File: config.mk
export PLATFORM = sky130hd
export DESIGN_NAME = sha1_message_digest
export DESIGN_NICKNAME = d
export VERILOG_FILES = /design/src/hw/rtl/sha1_pkg.sv /design/src/hw/rtl/sha1_ctrl.sv /design/src/hw/rtl/sha1_datapath.sv /design/src/hw/rtl/sha1_message_digest.sv
export SDC_FILE = /design/constraint.sdc
export NUM_CORES = 2
export LEC_CHECK = 0
export BUFFER_PORTS_ARGS = -buffer_cell sky130_fd_sc_hd__buf_2
export CORE_UTILIZATION = 55
export CTS_CLUSTER_SIZE = 40
export DETAILED_ROUTE_END_ITERATION = 6
export PLACE_DENSITY = 0.79
export SLEW_MARGIN = 20
export SYNTH_ARGS = -nofsm -noshare
export SYNTH_HDL_FRONTEND = slang
export SYNTH_SLANG_ARGS = --single-unit
File: constraint.sdc
create_clock -name clk -period 34.7 [get_ports clk]
set_input_delay 3.47 -clock clk [delete_from_list [all_inputs] [get_ports clk]]
set_output_delay 3.47 -clock clk [all_outputs]
set_load 0.005 [all_outputs]
File: src/hw/rtl/sha1_pkg.sv
package sha1_pkg;

    // Sizes of the algorithm.
    localparam int DEFAULT_LENGTH_BITS = 61;
    localparam int DIGEST_WORDS        = 5;
    localparam int BLOCK_BITS          = 512;
    localparam int ROUNDS              = 80;
    localparam int ROUND_BITS          = $clog2(ROUNDS);
    localparam int POS_BITS            = 6;

    // Initial chaining values.
    localparam logic [31:0] IV [DIGEST_WORDS] = '{
        32'h67452301, 32'hEFCDAB89, 32'h98BADCFE, 32'h10325476, 32'hC3D2E1F0
    };

    // Round constants, one for each group of twenty rounds.
    localparam logic [31:0] K_0 = 32'h5A827999;
    localparam logic [31:0] K_1 = 32'h6ED9EBA1;
    localparam logic [31:0] K_2 = 32'h8F1BBCDC;
    localparam logic [31:0] K_3 = 32'hCA62C1D6;

    // Padding marker byte and the fill position where the length field starts.
    localparam logic [7:0]          PAD_BYTE  = 8'h80;
    localparam logic [POS_BITS-1:0] LEN_START = 6'd56;
    localparam logic [POS_BITS-1:0] POS_LAST  = 6'd63;

    typedef enum logic [2:0] {
        ST_IDLE,
        ST_ROUND,
        ST_ADD,
        ST_PAD_MARK,
        ST_PAD_ZERO,
        ST_PAD_LEN,
        ST_DONE
    } state_t;

    // Where the controller goes once a block has been folded into the chaining words.
    typedef enum logic [1:0] {
        RET_IDLE,
        RET_MARK,
        RET_ZERO,
        RET_DONE
    } ret_t;

    // Source of a byte shifted into the block register.
    typedef enum logic [1:0] {
        SRC_DATA,
        SRC_MARK,
        SRC_ZERO,
        SRC_LENGTH
    } src_t;

    typedef struct packed {
        logic shift;
        src_t src;
        logic count_inc;
        logic start;
        logic round;
        logic add;
        logic finish;
    } cmd_t;

    typedef struct packed {
        logic pos_last;
        logic pos_pad;
        logic round_last;
    } sts_t;

endpackage

File: src/hw/rtl/sha1_ctrl.sv
module sha1_ctrl
    import sha1_pkg::*;
(
    input  logic clk,
    input  logic rst_n,
    input  logic in_valid,
    output logic in_stall,
    input  logic byte_present,
    input  logic end_of_message,
    output logic out_valid,
    input  logic out_stall,
    input  sts_t sts,
    output cmd_t cmd
);

    state_t state_reg;
    state_t state_next;
    ret_t   ret_reg;
    ret_t   ret_next;
    logic   out_valid_reg;
    logic   out_valid_next;

    // State, return point and output valid registers.
    always_ff @(posedge clk or negedge rst_n)
    begin
        if (!rst_n)
        begin
            state_reg     <= ST_IDLE;
            ret_reg       <= RET_IDLE;
            out_valid_reg <= 1'b0;
        end
        else
        begin
            state_reg     <= state_next;
            ret_reg       <= ret_next;
            out_valid_reg <= out_valid_next;
        end
    end

    // Next state and datapath commands.
    always_comb
    begin
        state_next     = state_reg;
        ret_next       = ret_reg;
        cmd            = '0;
        in_stall       = 1'b1;
        out_valid_next = out_valid_reg && out_stall;

        case (state_reg)
            ST_IDLE:
            begin
                in_stall = 1'b0;
                if (in_valid)
                begin
                    if (byte_present)
                    begin
                        cmd.shift     = 1'b1;
                        cmd.src       = SRC_DATA;
                        cmd.count_inc = 1'b1;
                        if (sts.pos_last)
                        begin
                            cmd.start  = 1'b1;
                            state_next = ST_ROUND;
                            ret_next   = end_of_message ? RET_MARK : RET_IDLE;
                        end
                        else if (end_of_message)
                        begin
                            state_next = ST_PAD_MARK;
                        end
                    end
                    else if (end_of_message)
                    begin
                        state_next = ST_PAD_MARK;
                    end
                end
            end

            ST_ROUND:
            begin
                cmd.round = 1'b1;
                if (sts.round_last)
                begin
                    state_next = ST_ADD;
                end
            end

            ST_ADD:
            begin
                cmd.add = 1'b1;
                case (ret_reg)
                    RET_IDLE: state_next = ST_IDLE;
                    RET_MARK: state_next = ST_PAD_MARK;
                    RET_ZERO: state_next = ST_PAD_ZERO;
                    RET_DONE: state_next = ST_DONE;
                    default:  state_next = ST_IDLE;
                endcase
            end

            ST_PAD_MARK:
            begin
                cmd.shift = 1'b1;
                cmd.src   = SRC_MARK;
                if (sts.pos_last)
                begin
                    cmd.start  = 1'b1;
                    state_next = ST_ROUND;
                    ret_next   = RET_ZERO;
                end
                else
                begin
                    state_next = ST_PAD_ZERO;
                end
            end

            ST_PAD_ZERO:
            begin
                if (sts.pos_pad)
                begin
                    state_next = ST_PAD_LEN;
                end
                else
                begin
                    cmd.shift = 1'b1;
                    cmd.src   = SRC_ZERO;
                    if (sts.pos_last)
                    begin
                        cmd.start  = 1'b1;
                        state_next = ST_ROUND;
                        ret_next   = RET_ZERO;
                    end
                end
            end

            ST_PAD_LEN:
            begin
                cmd.shift = 1'b1;
                cmd.src   = SRC_LENGTH;
                if (sts.pos_last)
                begin
                    cmd.start  = 1'b1;
                    state_next = ST_ROUND;
                    ret_next   = RET_DONE;
                end
            end

            ST_DONE:
            begin
                // Wait until the output register is free, then hand over the digest.
                if (!out_valid_reg || !out_stall)
                begin
                    cmd.finish     = 1'b1;
                    out_valid_next = 1'b1;
                    state_next     = ST_IDLE;
                end
            end

            default:
            begin
                state_next = ST_IDLE;
            end
        endcase
    end

    assign out_valid = out_valid_reg;

endmodule

File: src/hw/rtl/sha1_datapath.sv
module sha1_datapath
    import sha1_pkg::*;
#(
    parameter int LENGTH_COUNTER_BITS = DEFAULT_LENGTH_BITS
)
(
    input  logic        clk,
    input  logic        rst_n,
    input  cmd_t        cmd,
    output sts_t        sts,
    input  logic [7:0]  data_byte,
    output logic [31:0] digest_word_0,
    output logic [31:0] digest_word_1,
    output logic [31:0] digest_word_2,
    output logic [31:0] digest_word_3,
    output logic [31:0] digest_word_4
);

    logic [BLOCK_BITS-1:0]          win_reg;
    logic [POS_BITS-1:0]            pos_reg;
    logic [LENGTH_COUNTER_BITS-1:0] count_reg;
    logic [ROUND_BITS-1:0]          rnd_reg;
    logic [31:0]                    h_reg      [DIGEST_WORDS];
    logic [31:0]                    work_reg   [DIGEST_WORDS];
    logic [31:0]                    digest_reg [DIGEST_WORDS];

    logic [63:0] count_ext;
    logic [63:0] bit_len;
    logic [2:0]  len_idx;
    logic [7:0]  byte_in;
    logic [31:0] w0;
    logic [31:0] sched_x;
    logic [31:0] w_new;
    logic [31:0] f_val;
    logic [31:0] k_val;
    logic [31:0] t_val;

    // Bit length of the message, eight times the byte count.
    assign count_ext = 64'(count_reg);
    assign bit_len   = {count_ext[60:0], 3'b000};
    assign len_idx   = 3'd7 - pos_reg[2:0];

    // Byte fed into the block register.
    always_comb
    begin
        case (cmd.src)
            SRC_DATA:   byte_in = data_byte;
            SRC_MARK:   byte_in = PAD_BYTE;
            SRC_ZERO:   byte_in = 8'h00;
            SRC_LENGTH: byte_in = bit_len[{len_idx, 3'b000} +: 8];
            default:    byte_in = 8'h00;
        endcase
    end

    // The block register doubles as the rolling schedule: word zero sits at the top.
    assign w0      = win_reg[511:480];
    assign sched_x = win_reg[95:64] ^ win_reg[255:224] ^ win_reg[447:416] ^ w0;
    assign w_new   = {sched_x[30:0], sched_x[31]};

    // Round function and constant for the current group of twenty rounds.
    always_comb
    begin
        if (rnd_reg < ROUND_BITS'(20))
        begin
            f_val = (work_reg[1] & work_reg[2]) | (~work_reg[1] & work_reg[3]);
            k_val = K_0;
        end
        else if (rnd_reg < ROUND_BITS'(40))
        begin
            f_val = work_reg[1] ^ work_reg[2] ^ work_reg[3];
            k_val = K_1;
        end
        else if (rnd_reg < ROUND_BITS'(60))
        begin
            f_val = (work_reg[1] & work_reg[2]) | (work_reg[1] & work_reg[3])
                  | (work_reg[2] & work_reg[3]);
            k_val = K_2;
        end
        else
        begin
            f_val = work_reg[1] ^ work_reg[2] ^ work_reg[3];
            k_val = K_3;
        end
    end

    assign t_val = {work_reg[0][26:0], work_reg[0][31:27]} + f_val + work_reg[4] + k_val + w0;

    // Fill position, byte count, round counter and chaining words.
    always_ff @(posedge clk or negedge rst_n)
    begin
        if (!rst_n)
        begin
            pos_reg   <= '0;
            count_reg <= '0;
            rnd_reg   <= '0;
            for (int i = 0; i < DIGEST_WORDS; i++)
            begin
                h_reg[i] <= IV[i];
            end
        end
        else
        begin
            if (cmd.shift)
            begin
                pos_reg <= pos_reg + 1'b1;
            end
            if (cmd.finish)
            begin
                count_reg <= '0;
            end
            else if (cmd.count_inc)
            begin
                count_reg <= count_reg + 1'b1;
            end
            if (cmd.start)
            begin
                rnd_reg <= '0;
            end
            else if (cmd.round)
            begin
                rnd_reg <= rnd_reg + 1'b1;
            end
            for (int i = 0; i < DIGEST_WORDS; i++)
            begin
                if (cmd.finish)
                begin
                    h_reg[i] <= IV[i];
                end
                else if (cmd.add)
                begin
                    h_reg[i] <= h_reg[i] + work_reg[i];
                end
            end
        end
    end

    // Block register, working words and digest output register.
    always_ff @(posedge clk)
    begin
        if (cmd.shift)
        begin
            win_reg <= {win_reg[BLOCK_BITS-9:0], byte_in};
        end
        else if (cmd.round)
        begin
            win_reg <= {win_reg[BLOCK_BITS-33:0], w_new};
        end

        if (cmd.start)
        begin
            for (int i = 0; i < DIGEST_WORDS; i++)
            begin
                work_reg[i] <= h_reg[i];
            end
        end
        else if (cmd.round)
        begin
            work_reg[4] <= work_reg[3];
            work_reg[3] <= work_reg[2];
            work_reg[2] <= {work_reg[1][1:0], work_reg[1][31:2]};
            work_reg[1] <= work_reg[0];
            work_reg[0] <= t_val;
        end

        if (cmd.finish)
        begin
            for (int i = 0; i < DIGEST_WORDS; i++)
            begin
                digest_reg[i] <= h_reg[i];
            end
        end
    end

    // Status back to the controller.
    assign sts.pos_last   = (pos_reg == POS_LAST);
    assign sts.pos_pad    = (pos_reg == LEN_START);
    assign sts.round_last = (rnd_reg == ROUND_BITS'(ROUNDS - 1));

    assign digest_word_0 = digest_reg[0];
    assign digest_word_1 = digest_reg[1];
    assign digest_word_2 = digest_reg[2];
    assign digest_word_3 = digest_reg[3];
    assign digest_word_4 = digest_reg[4];

endmodule

File: src/hw/rtl/sha1_message_digest.sv
// SHA-1 digest engine that takes a message one byte per transfer and returns the
// 160-bit digest as five big-endian words in one output transfer after the item
// marked end_of_message; an end item without a byte closes the message as it stands.
// Every 64th byte starts the compression of the block, which runs one round per cycle
// through a single round unit and then adds the result into the chaining words; the
// input is stalled meanwhile, since the 512-bit block register also serves as the
// rolling message schedule. The end item adds the padding byte by byte up to the
// block end and may need a second block. A finished digest waits in an output
// register while the next message is already accepted.
module sha1_message_digest
    import sha1_pkg::*;
#(
    parameter int LENGTH_COUNTER_BITS = DEFAULT_LENGTH_BITS
)
(
    input  logic        clk,
    input  logic        rst_n,
    input  logic        in_valid,
    output logic        in_stall,
    input  logic [7:0]  data_byte,
    input  logic        byte_present,
    input  logic        end_of_message,
    output logic        out_valid,
    input  logic        out_stall,
    output logic [31:0] digest_word_0,
    output logic [31:0] digest_word_1,
    output logic [31:0] digest_word_2,
    output logic [31:0] digest_word_3,
    output logic [31:0] digest_word_4
);

    cmd_t cmd;
    sts_t sts;

    // Sequencer for buffering, padding and compression.
    sha1_ctrl u_ctrl (
        .clk            (clk),
        .rst_n          (rst_n),
        .in_valid       (in_valid),
        .in_stall       (in_stall),
        .byte_present   (byte_present),
        .end_of_message (end_of_message),
        .out_valid      (out_valid),
        .out_stall      (out_stall),
        .sts            (sts),
        .cmd            (cmd)
    );

    // Block register, round unit and chaining words.
    sha1_datapath #(
        .LENGTH_COUNTER_BITS (LENGTH_COUNTER_BITS)
    ) u_datapath (
        .clk           (clk),
        .rst_n         (rst_n),
        .cmd           (cmd),
        .sts           (sts),
        .data_byte     (data_byte),
        .digest_word_0 (digest_word_0),
        .digest_word_1 (digest_word_1),
        .digest_word_2 (digest_word_2),
        .digest_word_3 (digest_word_3),
        .digest_word_4 (digest_word_4)
    );

endmodule

==> results_dict.tcl <==
set metrics [dict create \
    status "finished with violations" \
    violations "design-rule violations" \
    grt_max_degree 265 \
    place.gp.congestion 0.984 \
    dp_hpwl_mm 102 \
    htree_levels 3 \
    synthMuxAreaShare_pct 1.04 \
    vias 42266 \
    cp-start-kind "input port" \
    num_antenna_cells 0 \
    r2r_start "u_datapath.rnd_reg[2]" \
    cp.required_ns 35.03 \
    synth-seq-cells 1072 \
    synth_edf_count 832 \
    grt_usage_pct 27.6 \
    largest_reg_flops 512 \
    crit_start "in_valid" \
    ant_nets 0 \
    rrSetupSlack_ns 27.61 \
    dpl_cell_area_sq_um 59500 \
    min-delay-start "u_datapath.pos_reg[5]" \
    viasPerCell 5.79 \
    holdBufCountCts 0 \
    root_buffer "clkbuf_16" \
    synth-async-reset-ratio_pct 22.4 \
    fp-row-count 118 \
    start_util_pct 55.5 \
    drtIter0Drc 4215 \
    r2r_cells 25 \
    hold_path.class "flip-flop to flip-flop" \
    crit_type "input port to flip-flop" \
    yosysWarnings 0 \
    first_pass_iters 7 \
    cts_tree "built" \
    synthAdderAreaFrac_pct 9.20 \
    cellPowerDensity_nw_per_um2 40.5 \
    syn_area_sq_um 57400 \
    maxCapViolations 0 \
    die_width_microns 325 \
    slew_violations 0 \
    wl_mm 148 \
    fin_crit_sh_pct 22.9 \
    synth-main-ff-cell "edfxtp_1" \
    postSynthCellCount 5736 \
    layout-drive-gt1-share_pct 8.78 \
    clock_skew_ns 0.0586 \
    whs_path_depth 1 \
    fin_area_sq_um 63100 \
    antenna_found_initial 2 \
    grt_pass1_vias 40534 \
    tightest_slew_ns 1.16 \
    area_delta_synth_final_pct 9.88 \
    synth.net_count 6098 \
    die_y_microns 325 \
    num-nets-final 6186 \
    worst_ep_arrival_time_ns 8.26 \
    post_cts_buffers 0 \
    avgSynthCellArea_sq_um 10.0 \
    period_minus_slack_ns 7.93 \
    ir_drop_mv 0.0445 \
    ys_seq_area_share_pct 54.1 \
    rsz0062_at_grt "no" \
    core-area_sq_um 103000 \
    synth-simple-area-share_pct 19.5 \
    slew_headroom_pct 22.7 \
    layout_setup_ws_ns 26.77 \
    synth_cell_type_count 87 \
    cts.sink_count 1072 \
    clock_latency_ns 0.73 \
    synth_compound_area_share_pct 8.83 \
    synth_top_family_by_area "simple AND/OR/NAND/NOR gates" \
    portBuffers 175 \
    post-place-ws_ns 26.04 \
    p_leak_nw 26.7 \
    grt_pass1_wl_mm 228 \
    final.setup.tns_ns 0 \
    crit_fanout 87 \
    fmax_mhz 126 \
    min_to "u_datapath.pos_reg[5]" \
    clk_pin_slew_ns 0.06 \
    end_kind "flip-flop" \
    clock_path_buffers 3 \
    reg2reg_to "u_datapath.work_reg[0][25]" \
    cts_resized 0 \
    dieArea_sq_um 106000 \
    cts_buffers 110 \
    routedWlPerCell_microns 20.2 \
    setup_viol 0 \
    drc 1 \
    hold_viol 0 \
    synth_xor_area_share_pct 4.45 \
    overflow 0 \
    top_level_ports 176 \
]
## critical path, cell delays in order
cell and delay [ns]:
buf_2 0.09, and3b_1 0.21, and2_1 0.50, nor2_4 0.07
buf_4 0.29, nand2_4 0.72, buf_4 0.88, buf_4 0.88
buf_4 0.97
## through the flow
step | power, mW | util, % | cells | hold WS (ns)
floorplan | 1.39 | - | 5736 | 0.445
global placement | 1.40 | 57.5 | 7092 | 0.466
detailed placement | 1.40 | 57.5 | 7092 | 0.472
CTS | 2.57 | 61.0 | 7301 | 0.482
global route | 2.62 | 61.0 | 7301 | 0.507
finish | 2.56 | 61.0 | 7301 | 0.481
## cells in the mapped netlist (all sizes together), types with 12 or more instances
cell type | instances | area, sq um
nor3 | 40 | 200
o21ai | 284 | 1420
dfstp | 80 | 2100
xor2 | 124 | 1090
mux4 | 13 | 293
nand2b | 49 | 307
buf | 37 | 156
o21a | 15 | 113
inv | 199 | 747
nor2 | 241 | 917
nand3 | 89 | 450
xnor2 | 168 | 1470
or3 | 35 | 219
dfrtp | 160 | 4000
o31ai | 13 | 97.6
nor2b | 58 | 363
and2 | 12 | 75.1
nand2 | 2078 | 7800
a211oi | 17 | 128
ha | 224 | 2800
mux2i | 27 | 270
edfxtp | 832 | 25000
a31oi | 18 | 113
nand4 | 24 | 150
fa | 124 | 2480
clkbuf | 197 | 739
o211ai | 44 | 330
o21bai | 17 | 128
a21oi | 222 | 1110
and3 | 35 | 233
o32ai | 20 | 175
a21o | 81 | 608
nor3b | 17 | 128
## placed cells by master, fill, tap and decap left out, types with 18 or more instances in the layout
cell and instances:
nand2b_1 47, o32ai_1 20, xnor2_1 168, clkbuf_16 112
clkinv_2 24, dfstp_2 80, nand2_1 2076, buf_4 32
inv_1 199, and3_1 30, a21o_1 81, a31oi_1 18
buf_2 174, nor2_1 235, nor2b_1 58, edfxtp_1 832
nand3_1 87, dfrtp_1 160, o21ai_0 277, a21oi_1 222
o211ai_1 44, or3_1 35, fa_1 124, ha_1 224
mux2i_1 27, clkinv_1 23, nor3_1 40, xor2_1 124
nand4_1 24
## report_power, final
part	switching (mW)	internal [mW]	leakage (nW)
Clock	0.518	0.665	1.73
Sequential	0.00000000000000000232	1.37	10.6
Combinational	0.00660	0.000884	14.4
Total	0.524	2.03	26.7
## cell families (layout without fill, tap and decap cells)
family,count (synthesis),after routing
AOI/OAI and AO/OA,826,826
buffers and inverters,435,620
and+or+nand+nor,2720,2720
adders and majority gates,348,348
muxes,43,43
DFF,1072,1072
xor gates and xnor gates,292,292
## cell type report
class                   count  area, sq um
fillers                  8271        40400
inverters                 201          762
flip-flops and latches   1072        31100
repair buffers            210         1190
multi-input cells        4229        24800
clock inverters            74          639
well taps                1380         1730
clock buffers             135         2950
## how the worst max path moves through the flow
stage               cells past startpoint                      end
detailed placement                      9    u_datapath.win_reg[5]
global route                            9   u_datapath.win_reg[38]
floorplan                               7    u_datapath.win_reg[0]
global placement                        9    u_datapath.win_reg[5]
finish                                  9   u_datapath.win_reg[69]
CTS                                     9  u_datapath.win_reg[118]
## per-layer routing
layer | vias to the layer above | GRT usage [%] | routed length, microns
li1 | 19726 | - | -
met1 | 20566 | 36.1 | 58800
met2 | 1597 | 44.8 | 69700
met3 | 375 | 3.85 | 10200
met4 | 2 | 14.9 | 8670
met5 | - | 0 | 19
No activity file was read; power rests on OpenSTA's default activity.
